--- src/hdl/alle_pkg.sv ---
// Shared types and codes for the array linked list engine.
// No dependencies.
package alle_pkg;

    localparam int SLOT_W = 8;
    localparam int WORD_W = 32;

    typedef logic [1:0] cmd_t;
    typedef logic [1:0] status_t;

    localparam cmd_t CMD_INS_AFTER  = 2'd0;
    localparam cmd_t CMD_INS_BEFORE = 2'd1;
    localparam cmd_t CMD_DELETE     = 2'd2;
    localparam cmd_t CMD_READ       = 2'd3;

    localparam status_t ST_OK         = 2'd0;
    localparam status_t ST_BAD_ANCHOR = 2'd1;
    localparam status_t ST_FULL       = 2'd2;
    localparam status_t ST_BAD_DELETE = 2'd3;

    typedef struct packed {
        status_t             status;
        logic [SLOT_W-1:0]   result_slot;
        logic [WORD_W-1:0]   slot_value;
        logic [SLOT_W-1:0]   next_slot;
        logic [SLOT_W-1:0]   prev_slot;
        logic                slot_used;
    } rsp_t;

endpackage

--- src/hdl/alle_if.sv ---
// Command and response channel interfaces (valid/ready).
// Depends on alle_pkg.
interface alle_cmd_if;
    logic                          valid;
    logic                          ready;
    alle_pkg::cmd_t                command;
    logic [alle_pkg::SLOT_W-1:0]   slot;
    logic [alle_pkg::WORD_W-1:0]   value;

    modport source (output valid, output command, output slot, output value, input ready);
    modport sink   (input valid, input command, input slot, input value, output ready);
endinterface

interface alle_rsp_if;
    logic                          valid;
    logic                          ready;
    alle_pkg::status_t             status;
    logic [alle_pkg::SLOT_W-1:0]   result_slot;
    logic [alle_pkg::WORD_W-1:0]   slot_value;
    logic [alle_pkg::SLOT_W-1:0]   next_slot;
    logic [alle_pkg::SLOT_W-1:0]   prev_slot;
    logic                          slot_used;

    modport source (output valid, output status, output result_slot, output slot_value,
                    output next_slot, output prev_slot, output slot_used, input ready);
    modport sink   (input valid, input status, input result_slot, input slot_value,
                    input next_slot, input prev_slot, input slot_used, output ready);
endinterface

--- src/hdl/alle_ctrl.sv ---
// Command sequencer: link clearing pass, free chain, read-modify-write of links, result register.
// Depends on alle_pkg and alle_if; drives alle_link_ram and alle_value_ram.
module alle_ctrl #(
    parameter int CAPACITY    = 256,
    parameter int VALUE_WIDTH = 32
) (
    input  logic                          clk,
    input  logic                          rst_n,
    alle_cmd_if.sink                      cmd,
    alle_rsp_if.source                    rsp,
    output logic                          link_we,
    output logic [$clog2(CAPACITY)-1:0]   link_waddr,
    output logic [2*$clog2(CAPACITY):0]   link_wdata,
    output logic [$clog2(CAPACITY)-1:0]   link_raddr_a,
    output logic [$clog2(CAPACITY)-1:0]   link_raddr_b,
    input  logic [2*$clog2(CAPACITY):0]   link_rdata_a,
    input  logic [2*$clog2(CAPACITY):0]   link_rdata_b,
    output logic                          val_we,
    output logic [$clog2(CAPACITY)-1:0]   val_waddr,
    output logic [VALUE_WIDTH-1:0]        val_wdata,
    output logic [$clog2(CAPACITY)-1:0]   val_raddr,
    input  logic [VALUE_WIDTH-1:0]        val_rdata
);

    localparam int SW = $clog2(CAPACITY);
    localparam int RW = 2 * SW + 1;

    localparam logic [3:0] S_INIT     = 4'd0;
    localparam logic [3:0] S_IDLE     = 4'd1;
    localparam logic [3:0] S_CHK      = 4'd2;
    localparam logic [3:0] S_INS_ANC  = 4'd3;
    localparam logic [3:0] S_INS_SUCC = 4'd4;
    localparam logic [3:0] S_INS_WS   = 4'd5;
    localparam logic [3:0] S_INS_WA   = 4'd6;
    localparam logic [3:0] S_DEL_RD   = 4'd7;
    localparam logic [3:0] S_DEL_WP   = 4'd8;
    localparam logic [3:0] S_DEL_WN   = 4'd9;
    localparam logic [3:0] S_DONE     = 4'd10;

    function automatic logic row_used(input logic [RW-1:0] r);
        return r[2*SW];
    endfunction

    function automatic logic [SW-1:0] row_prev(input logic [RW-1:0] r);
        return r[2*SW-1:SW];
    endfunction

    function automatic logic [SW-1:0] row_next(input logic [RW-1:0] r);
        return r[SW-1:0];
    endfunction

    function automatic logic [RW-1:0] mk_row(input logic u, input logic [SW-1:0] p,
                                             input logic [SW-1:0] n);
        return {u, p, n};
    endfunction

    function automatic logic [alle_pkg::WORD_W-1:0] out_word(input logic [VALUE_WIDTH-1:0] v);
        logic [63:0] w;
        w = 64'(v);
        return w[alle_pkg::WORD_W-1:0];
    endfunction

    // Fields of an addressed slot; zero when the slot lies beyond the array.
    function automatic alle_pkg::rsp_t report(input alle_pkg::status_t st,
                                              input logic [alle_pkg::SLOT_W-1:0] s,
                                              input logic in_range,
                                              input logic [RW-1:0] r,
                                              input logic [VALUE_WIDTH-1:0] v);
        alle_pkg::rsp_t o;
        o = '0;
        o.status      = st;
        o.result_slot = s;
        if (in_range)
        begin
            o.slot_value = (row_used(r) && s != '0) ? out_word(v) : '0;
            o.next_slot  = alle_pkg::SLOT_W'(row_next(r));
            o.prev_slot  = alle_pkg::SLOT_W'(row_prev(r));
            o.slot_used  = row_used(r);
        end
        return o;
    endfunction

    logic [3:0]                     state_reg, state_next;
    logic [SW-1:0]                  init_cnt_reg, init_cnt_next;
    logic [SW-1:0]                  free_head_reg, free_head_next;
    logic [SW-1:0]                  free_count_reg, free_count_next;
    logic                           out_valid_reg, out_valid_next;

    alle_pkg::cmd_t                 cmd_reg, cmd_next;
    logic [alle_pkg::SLOT_W-1:0]    slot_reg, slot_next;
    logic [VALUE_WIDTH-1:0]         value_reg, value_next;
    logic [RW-1:0]                  row_s_reg, row_s_next;
    logic [VALUE_WIDTH-1:0]         vals_reg, vals_next;
    logic [SW-1:0]                  fnext_reg, fnext_next;
    logic [SW-1:0]                  anchor_reg, anchor_next;
    logic [SW-1:0]                  fresh_reg, fresh_next;
    logic [RW-1:0]                  row_a_reg, row_a_next;
    logic [RW-1:0]                  row_b_reg, row_b_next;
    alle_pkg::rsp_t                 res_reg, res_next;
    alle_pkg::rsp_t                 out_reg, out_next;

    logic [SW-1:0]                  s_idx;
    logic                           s_ok;
    logic                           s_in;
    logic                           list_full;
    logic                           cmd_acc;

    assign s_idx     = SW'(slot_reg);
    assign s_ok      = 32'(slot_reg) < CAPACITY;
    assign s_in      = s_ok && row_used(link_rdata_a);
    assign list_full = (free_count_reg == '0) || (32'(free_head_reg) >= CAPACITY);
    assign cmd_acc   = cmd.valid && cmd.ready;

    assign cmd.ready       = (state_reg == S_IDLE);
    assign rsp.valid       = out_valid_reg;
    assign rsp.status      = out_reg.status;
    assign rsp.result_slot = out_reg.result_slot;
    assign rsp.slot_value  = out_reg.slot_value;
    assign rsp.next_slot   = out_reg.next_slot;
    assign rsp.prev_slot   = out_reg.prev_slot;
    assign rsp.slot_used   = out_reg.slot_used;

    always_comb
    begin
        state_next      = state_reg;
        init_cnt_next   = init_cnt_reg;
        free_head_next  = free_head_reg;
        free_count_next = free_count_reg;
        out_valid_next  = out_valid_reg;
        cmd_next        = cmd_reg;
        slot_next       = slot_reg;
        value_next      = value_reg;
        row_s_next      = row_s_reg;
        vals_next       = vals_reg;
        fnext_next      = fnext_reg;
        anchor_next     = anchor_reg;
        fresh_next      = fresh_reg;
        row_a_next      = row_a_reg;
        row_b_next      = row_b_reg;
        res_next        = res_reg;
        out_next        = out_reg;

        link_we      = 1'b0;
        link_waddr   = '0;
        link_wdata   = '0;
        link_raddr_a = s_idx;
        link_raddr_b = free_head_reg;
        val_we       = 1'b0;
        val_waddr    = free_head_reg;
        val_wdata    = value_reg;
        val_raddr    = s_idx;

        if (out_valid_reg && rsp.ready)
        begin
            out_valid_next = 1'b0;
        end

        unique case (state_reg)
            S_INIT:
            begin
                link_we    = 1'b1;
                link_waddr = init_cnt_reg;
                link_wdata = mk_row(init_cnt_reg == '0, '0,
                                    (init_cnt_reg == '0 || init_cnt_reg == SW'(CAPACITY - 1))
                                    ? '0 : SW'(init_cnt_reg + 1'b1));
                init_cnt_next = SW'(init_cnt_reg + 1'b1);
                if (init_cnt_reg == SW'(CAPACITY - 1))
                begin
                    state_next = S_IDLE;
                end
            end

            S_IDLE:
            begin
                link_raddr_a = SW'(cmd.slot);
                val_raddr    = SW'(cmd.slot);
                if (cmd.valid)
                begin
                    cmd_next   = cmd.command;
                    slot_next  = cmd.slot;
                    value_next = VALUE_WIDTH'(cmd.value);
                    state_next = S_CHK;
                end
            end

            S_CHK:
            begin
                row_s_next = link_rdata_a;
                vals_next  = val_rdata;
                fnext_next = row_next(link_rdata_b);
                unique case (cmd_reg)
                    alle_pkg::CMD_READ:
                    begin
                        res_next   = report(alle_pkg::ST_OK, slot_reg, s_ok,
                                            link_rdata_a, val_rdata);
                        state_next = S_DONE;
                    end
                    alle_pkg::CMD_DELETE:
                    begin
                        if (slot_reg == '0 || !s_in)
                        begin
                            res_next   = report(alle_pkg::ST_BAD_DELETE, slot_reg, s_ok,
                                                link_rdata_a, val_rdata);
                            state_next = S_DONE;
                        end
                        else
                        begin
                            link_raddr_a = row_prev(link_rdata_a);
                            link_raddr_b = row_next(link_rdata_a);
                            state_next   = S_DEL_RD;
                        end
                    end
                    alle_pkg::CMD_INS_BEFORE:
                    begin
                        if (!s_in)
                        begin
                            res_next   = report(alle_pkg::ST_BAD_ANCHOR, slot_reg, s_ok,
                                                link_rdata_a, val_rdata);
                            state_next = S_DONE;
                        end
                        else
                        begin
                            anchor_next  = row_prev(link_rdata_a);
                            link_raddr_a = row_prev(link_rdata_a);
                            state_next   = S_INS_ANC;
                        end
                    end
                    alle_pkg::CMD_INS_AFTER:
                    begin
                        anchor_next = s_idx;
                        row_a_next  = link_rdata_a;
                        if (!s_in)
                        begin
                            res_next   = report(alle_pkg::ST_BAD_ANCHOR, slot_reg, s_ok,
                                                link_rdata_a, val_rdata);
                            state_next = S_DONE;
                        end
                        else if (list_full)
                        begin
                            res_next   = report(alle_pkg::ST_FULL, slot_reg, s_ok,
                                                link_rdata_a, val_rdata);
                            state_next = S_DONE;
                        end
                        else
                        begin
                            link_raddr_a = row_next(link_rdata_a);
                            state_next   = S_INS_SUCC;
                        end
                    end
                endcase
            end

            S_INS_ANC:
            begin
                row_a_next = link_rdata_a;
                if (!(32'(anchor_reg) < CAPACITY && row_used(link_rdata_a)))
                begin
                    res_next   = report(alle_pkg::ST_BAD_ANCHOR, slot_reg, s_ok,
                                        row_s_reg, vals_reg);
                    state_next = S_DONE;
                end
                else if (list_full)
                begin
                    res_next   = report(alle_pkg::ST_FULL, slot_reg, s_ok, row_s_reg, vals_reg);
                    state_next = S_DONE;
                end
                else
                begin
                    link_raddr_a = row_next(link_rdata_a);
                    state_next   = S_INS_SUCC;
                end
            end

            S_INS_SUCC:
            begin
                // new slot is written while the successor row lands
                row_b_next      = link_rdata_a;
                fresh_next      = free_head_reg;
                link_we         = 1'b1;
                link_waddr      = free_head_reg;
                link_wdata      = mk_row(1'b1, anchor_reg, row_next(row_a_reg));
                val_we          = 1'b1;
                free_head_next  = fnext_reg;
                free_count_next = SW'(free_count_reg - 1'b1);
                res_next.status      = alle_pkg::ST_OK;
                res_next.result_slot = alle_pkg::SLOT_W'(free_head_reg);
                res_next.slot_value  = out_word(value_reg);
                res_next.next_slot   = alle_pkg::SLOT_W'(row_next(row_a_reg));
                res_next.prev_slot   = alle_pkg::SLOT_W'(anchor_reg);
                res_next.slot_used   = 1'b1;
                state_next = S_INS_WS;
            end

            S_INS_WS:
            begin
                link_we = 1'b1;
                if (row_next(row_a_reg) == anchor_reg)
                begin
                    // empty ring: anchor is its own successor
                    link_waddr = anchor_reg;
                    link_wdata = mk_row(row_used(row_a_reg), fresh_reg, fresh_reg);
                    state_next = S_DONE;
                end
                else
                begin
                    link_waddr = row_next(row_a_reg);
                    link_wdata = mk_row(row_used(row_b_reg), fresh_reg, row_next(row_b_reg));
                    state_next = S_INS_WA;
                end
            end

            S_INS_WA:
            begin
                link_we    = 1'b1;
                link_waddr = anchor_reg;
                link_wdata = mk_row(row_used(row_a_reg), row_prev(row_a_reg), fresh_reg);
                state_next = S_DONE;
            end

            S_DEL_RD:
            begin
                row_a_next      = link_rdata_a;
                row_b_next      = link_rdata_b;
                link_we         = 1'b1;
                link_waddr      = s_idx;
                link_wdata      = mk_row(1'b0, '0, free_head_reg);
                free_head_next  = s_idx;
                free_count_next = SW'(free_count_reg + 1'b1);
                res_next             = '0;
                res_next.status      = alle_pkg::ST_OK;
                res_next.result_slot = slot_reg;
                res_next.next_slot   = alle_pkg::SLOT_W'(free_head_reg);
                state_next = S_DEL_WP;
            end

            S_DEL_WP:
            begin
                link_we    = 1'b1;
                link_waddr = row_prev(row_s_reg);
                if (row_prev(row_s_reg) == row_next(row_s_reg))
                begin
                    link_wdata = mk_row(row_used(row_a_reg), row_prev(row_s_reg),
                                        row_next(row_s_reg));
                    state_next = S_DONE;
                end
                else
                begin
                    link_wdata = mk_row(row_used(row_a_reg), row_prev(row_a_reg),
                                        row_next(row_s_reg));
                    state_next = S_DEL_WN;
                end
            end

            S_DEL_WN:
            begin
                link_we    = 1'b1;
                link_waddr = row_next(row_s_reg);
                link_wdata = mk_row(row_used(row_b_reg), row_prev(row_s_reg),
                                    row_next(row_b_reg));
                state_next = S_DONE;
            end

            S_DONE:
            begin
                if (!out_valid_reg || rsp.ready)
                begin
                    out_next       = res_reg;
                    out_valid_next = 1'b1;
                    state_next     = S_IDLE;
                end
            end

            default:
            begin
                state_next = S_IDLE;
            end
        endcase
    end

    always_ff @(posedge clk or negedge rst_n)
    begin
        if (!rst_n)
        begin
            state_reg      <= S_INIT;
            init_cnt_reg   <= '0;
            free_head_reg  <= SW'(1);
            free_count_reg <= SW'(CAPACITY - 1);
            out_valid_reg  <= 1'b0;
        end
        else
        begin
            state_reg      <= state_next;
            init_cnt_reg   <= init_cnt_next;
            free_head_reg  <= free_head_next;
            free_count_reg <= free_count_next;
            out_valid_reg  <= out_valid_next;
        end
    end

    always_ff @(posedge clk)
    begin
        cmd_reg    <= cmd_next;
        slot_reg   <= slot_next;
        value_reg  <= value_next;
        row_s_reg  <= row_s_next;
        vals_reg   <= vals_next;
        fnext_reg  <= fnext_next;
        anchor_reg <= anchor_next;
        fresh_reg  <= fresh_next;
        row_a_reg  <= row_a_next;
        row_b_reg  <= row_b_next;
        res_reg    <= res_next;
        out_reg    <= out_next;
    end

`ifndef SYNTH
    a_no_write_while_reading: assert property (@(posedge clk) disable iff (!rst_n)
        (state_reg == S_IDLE || state_reg == S_CHK || state_reg == S_INS_ANC
         || state_reg == S_DONE) |-> !link_we)
        else $error("link write outside a write step");

    a_accept_to_check: assert property (@(posedge clk) disable iff (!rst_n)
        cmd_acc |=> (state_reg == S_CHK))
        else $error("accepted word did not enter check");

    a_insert_takes_slot: assert property (@(posedge clk) disable iff (!rst_n)
        (state_reg == S_INS_SUCC) |=>
        (free_count_reg == SW'($past(free_count_reg) - 1'b1)) && (fresh_reg != '0))
        else $error("insert did not take a free slot");

    a_result_from_done: assert property (@(posedge clk) disable iff (!rst_n)
        $rose(out_valid_reg) |-> $past(state_reg == S_DONE))
        else $error("result word raised outside done");
`endif

endmodule

--- src/flat_wrapper.sv ---
// flat-port wrapper written by rule: the top's interface ports become plain ports
module alle_ctrl_flat 
#(
    parameter int CAPACITY    = 256,
    parameter int VALUE_WIDTH = 32
)
  (clk, rst_n, link_we, link_waddr, link_wdata, link_raddr_a, link_raddr_b, link_rdata_a, link_rdata_b, val_we, val_waddr, val_wdata, val_raddr, val_rdata, cmd_valid, cmd_command, cmd_slot, cmd_value, cmd_ready, rsp_valid, rsp_status, rsp_result_slot, rsp_slot_value, rsp_next_slot, rsp_prev_slot, rsp_slot_used, rsp_ready);
  alle_cmd_if cmd_i ();
  alle_rsp_if rsp_i ();
  input  logic clk;
  input  logic rst_n;
  output logic link_we;
  output logic [$clog2(CAPACITY)-1:0] link_waddr;
  output logic [2*$clog2(CAPACITY):0] link_wdata;
  output logic [$clog2(CAPACITY)-1:0] link_raddr_a;
  output logic [$clog2(CAPACITY)-1:0] link_raddr_b;
  input  logic [2*$clog2(CAPACITY):0] link_rdata_a;
  input  logic [2*$clog2(CAPACITY):0] link_rdata_b;
  output logic val_we;
  output logic [$clog2(CAPACITY)-1:0] val_waddr;
  output logic [VALUE_WIDTH-1:0] val_wdata;
  output logic [$clog2(CAPACITY)-1:0] val_raddr;
  input  logic [VALUE_WIDTH-1:0] val_rdata;
  input wire logic [$bits(cmd_i.valid)-1:0] cmd_valid;
  input wire logic [$bits(cmd_i.command)-1:0] cmd_command;
  input wire logic [$bits(cmd_i.slot)-1:0] cmd_slot;
  input wire logic [$bits(cmd_i.value)-1:0] cmd_value;
  output wire logic [$bits(cmd_i.ready)-1:0] cmd_ready;
  output wire logic [$bits(rsp_i.valid)-1:0] rsp_valid;
  output wire logic [$bits(rsp_i.status)-1:0] rsp_status;
  output wire logic [$bits(rsp_i.result_slot)-1:0] rsp_result_slot;
  output wire logic [$bits(rsp_i.slot_value)-1:0] rsp_slot_value;
  output wire logic [$bits(rsp_i.next_slot)-1:0] rsp_next_slot;
  output wire logic [$bits(rsp_i.prev_slot)-1:0] rsp_prev_slot;
  output wire logic [$bits(rsp_i.slot_used)-1:0] rsp_slot_used;
  input wire logic [$bits(rsp_i.ready)-1:0] rsp_ready;
  assign cmd_i.valid = cmd_valid;
  assign cmd_i.command = cmd_command;
  assign cmd_i.slot = cmd_slot;
  assign cmd_i.value = cmd_value;
  assign cmd_ready = cmd_i.ready;
  assign rsp_valid = rsp_i.valid;
  assign rsp_status = rsp_i.status;
  assign rsp_result_slot = rsp_i.result_slot;
  assign rsp_slot_value = rsp_i.slot_value;
  assign rsp_next_slot = rsp_i.next_slot;
  assign rsp_prev_slot = rsp_i.prev_slot;
  assign rsp_slot_used = rsp_i.slot_used;
  assign rsp_i.ready = rsp_ready;
  alle_ctrl #(.CAPACITY(CAPACITY), .VALUE_WIDTH(VALUE_WIDTH)) u_core (.clk(clk), .rst_n(rst_n), .cmd(cmd_i), .rsp(rsp_i), .link_we(link_we), .link_waddr(link_waddr), .link_wdata(link_wdata), .link_raddr_a(link_raddr_a), .link_raddr_b(link_raddr_b), .link_rdata_a(link_rdata_a), .link_rdata_b(link_rdata_b), .val_we(val_we), .val_waddr(val_waddr), .val_wdata(val_wdata), .val_raddr(val_raddr), .val_rdata(val_rdata));
endmodule
--- config.mk ---
export PLATFORM = sky130hd
export DESIGN_NAME = alle_ctrl_flat
export DESIGN_NICKNAME = d
export VERILOG_FILES = /design/src/hdl/alle_pkg.sv /design/src/hdl/alle_if.sv /design/src/hdl/alle_ctrl.sv /design/src/flat_wrapper.sv
export SDC_FILE = /design/constraint.sdc
export NUM_CORES = 1
export LEC_CHECK = 0
export BUFFER_PORTS_ARGS = -buffer_cell sky130_fd_sc_hd__buf_4
export CORE_MARGIN = 2
export CORE_UTILIZATION = 55
export DETAILED_ROUTE_END_ITERATION = 7
export PLACE_DENSITY = 0.84
export REMOVE_ABC_BUFFERS = 1
export SLEW_MARGIN = 20
export SYNTH_ARGS = -nofsm -noshare
export SYNTH_HDL_FRONTEND = slang
export SYNTH_SLANG_ARGS = --single-unit
--- constraint.sdc ---
create_clock -name clk -period 16.4 [get_ports clk]
set_input_delay 3.28 -clock clk [delete_from_list [all_inputs] [get_ports clk]]
set_output_delay 3.28 -clock clk [all_outputs]
set_load 0.03 [all_outputs]
==> results.json <==
{
  "status": "finished clean",
  "fp.dieW_um": 156.5,
  "via_per_inst": 6.262,
  "gp_congestion": 0.9755,
  "grt_pass1_wl_um": 54150,
  "leakage_nw": 6.260,
  "cts_buffers": 29,
  "synthMuxAreaShare_pct": 3.082,
  "slew_violations": 0,
  "core-area_um2": 22710,
  "tightest_slew_ns": 1.112,
  "synth_seq_cells": 288,
  "syn2layout_area_growth_pct": 24.05,
  "syn-instance-count": 958,
  "track_usage_pct": 29.32,
  "yosys.area_share.adder_pct": 0.9393,
  "netlist_top_cells_count": "edfxtp_1, nand2_1, a221o_1",
  "hp-class": "register to register",
  "crit_type": "primary input to output port",
  "crit_path_end_kind": "output port",
  "cts_setup_buffers": 0,
  "drt_pass1_iterations": 8,
  "fin_crit_sh_pct": 48.60,
  "worst_slack_ns": 8.429,
  "drive_gt1_share_pct": 28.79,
  "worstPathRequired_ns": 13.12,
  "place_hpwl_um": 24330,
  "postRouteAntennaNets": 0,
  "place_ws_ns": 8.477,
  "setup_viol": 0,
  "synth_xor_area_share_pct": 2.466,
  "synth_top_area_share_pct": 60.82,
  "synth_compound_area_share_pct": 12.66,
  "postCtsResizedCells": 0,
  "die-area_um2": 24490,
  "synth_top_family_by_area": "compound AO/OA/AOI/OAI gates",
  "dr_total_vias": 9418,
  "start_util_pct": 56.31,
  "h-tree-depth": 1,
  "yosysTopAreaCell": "edfxtp_1",
  "first_iter_violations": 1057,
  "synthFlopType": "edfxtp_1",
  "clockBufferDepth": 3,
  "num-fill-cells": 1577,
  "asyncSetResetFlopFracSynth_pct": 10.07,
  "drc": 0,
  "synth_cell_type_count": 75,
  "max_cap_violations": 0,
  "finalClockSkew_ns": 0.02700,
  "die_h_um": 156.5,
  "synthSimpleGateAreaFrac_pct": 11.02,
  "arrival_ns": 4.69,
  "antenna_found_initial": 0,
  "rows": 55,
  "port-buffer-count": 255,
  "crit_path_start_kind": "primary input",
  "irDropWorstVdd_v": 0.0001532,
  "setup_tns_ns": 0,
  "clk_pin_slew_ns": 0.06,
  "synth-warning-count": 0,
  "cts_tree": "built",
  "clock-root-buffer": "clkbuf_16",
  "cts.sinks": 288,
  "fin_nets": 1319,
  "gr-total-overflow": 0,
  "synth_edf_count": 259,
  "io_pins": 264,
  "netlist_top_cells_area": "edfxtp_1, a221o_1, dfrtp_1",
  "yosysMostFrequentCell": "edfxtp_1",
  "period_needed_ns": 7.971,
  "wl_per_cell_um": 24.45,
  "rsz0062_at_grt": "false",
  "crit_fanout": 13,
  "routed_wl_um": 36770,
  "clk_latency_ns": 0.57,
  "grt_pass1_vias": 9119,
  "power_density_nw_per_um2": 189.9,
  "hold_viol": 0,
  "grt_max_degree": 68,
  "synth_area_um2": 12790,
  "syn-mean-instance-area_um2": 13.35,
  "largest_register_ff_count": 59,
  "diodes": 0,
  "ys_seq_area_share_pct": 66.59,
  "cts.hold.buffers_added": 0,
  "slew_headroom_pct": 25.61,
  "fmax_mhz": 125.5
}
## through the flow
step / util [%] / instances / cell area (um2) / hold WS [ns] / total power, mW
floorplan: - / 896 / 12500 / 0.4003 / 1.894
global placement: 65.75 / 1452 / 14930 / 0.4000 / 2.328
detailed placement: 65.75 / 1452 / 14930 / 0.4045 / 2.355
CTS: 69.83 / 1504 / 15860 / 0.4145 / 3.008
global route: 69.85 / 1504 / 15860 / 0.4245 / 3.128
finish: 69.85 / 1504 / 15860 / 0.4061 / 3.013
## cell type report
| type | instances | area [um2] | share of cell area, % |
|---|---|---|---|
| sequential | 288 | 8514 | 53.68 |
| multi-input combinational | 575 | 3905 | 24.62 |
| timing repair buffer | 271 | 2034 | 12.83 |
| clock buffer | 38 | 769.5 | 4.851 |
| tap | 285 | 356.6 | 2.248 |
| clock inverter | 14 | 157.7 | 0.9938 |
| inverter | 33 | 125.1 | 0.7888 |
## worst paths after layout
check,start,end,slack [ns],depth (start not counted)
max in group asynchronous,rst_n,u_core.val_waddr[0]$_DFFE_PN1N_,13.37,1
min in group asynchronous,rst_n,u_core.state_reg[0]$_DFFE_PN0P_,2.67,1
max,link_rdata_a[16],link_raddr_a[3],8.43,5
max reg2reg,u_core.state_reg[0]$_DFFE_PN0P_,u_core.free_count_reg[6]$_DFFE_PN1N_,12.35,8
min,u_core.res_reg[51]$_DFFE_PP_,u_core.rsp.result_slot[2]$_DFFE_PP_,0.41,0
min reg2reg,u_core.res_reg[51]$_DFFE_PP_,u_core.rsp.result_slot[2]$_DFFE_PP_,0.41,0
## cells by family (layout without fill, tap and decap cells)
family,Yosys count,in the layout
buf+inv,95,356
fa+ha+maj,9,9
xor+xnor,36,36
compound gates,206,206
flops,288,288
mux,38,38
simple gates,286,286
## per-layer routing
metal	GRT usage, %	up-vias	routed length, um
li1	-	4136	-
met1	41.16	4521	14220
met2	47.28	685	17530
met3	5.677	76	4055
met4	8.038	0	968
met5	0	-	0
## power breakdown
group | switching (mW) | total (mW) | internal, mW | leakage, nW
Sequential | 0.129 | 1.17 | 1.04 | 2.73
Clock | 0.273 | 0.651 | 0.378 | 0.452
Combinational | 0.779 | 1.19 | 0.414 | 3.08
## critical path: stages
cell and delay, ns:
buf_4 0.18, and3_1 0.25, o21ai_1 0.34, o2111ai_1 0.41
buf_4 0.22
## cells in the final DEF, fill, tap and decap left out, types with 6 or more instances in the layout
cell type	netlist	final
a21oi_1	23	22
nand2_1	132	132
clkbuf_16	0	29
nand2b_1	7	7
clkinv_2	0	6
mux2_2	10	10
o22ai_1	11	11
a22oi_1	25	25
dfstp_2	9	9
edfxtp_1	259	259
dfrtp_1	20	20
clkinv_1	2	6
xnor2_1	14	14
nor4_1	7	7
a222oi_1	9	9
buf_4	1	271
clkbuf_1	25	8
ha_1	8	8
o2111ai_1	8	8
inv_1	30	29
xor2_1	22	22
nand3_1	7	7
o221ai_1	10	10
and2_0	29	29
o21ai_0	29	29
mux2i_1	27	27
and2_1	6	6
a221o_1	56	56
and3_1	12	10
nor2_1	39	38
nor2b_1	14	14
No activity file was read; power rests on OpenSTA's default activity.
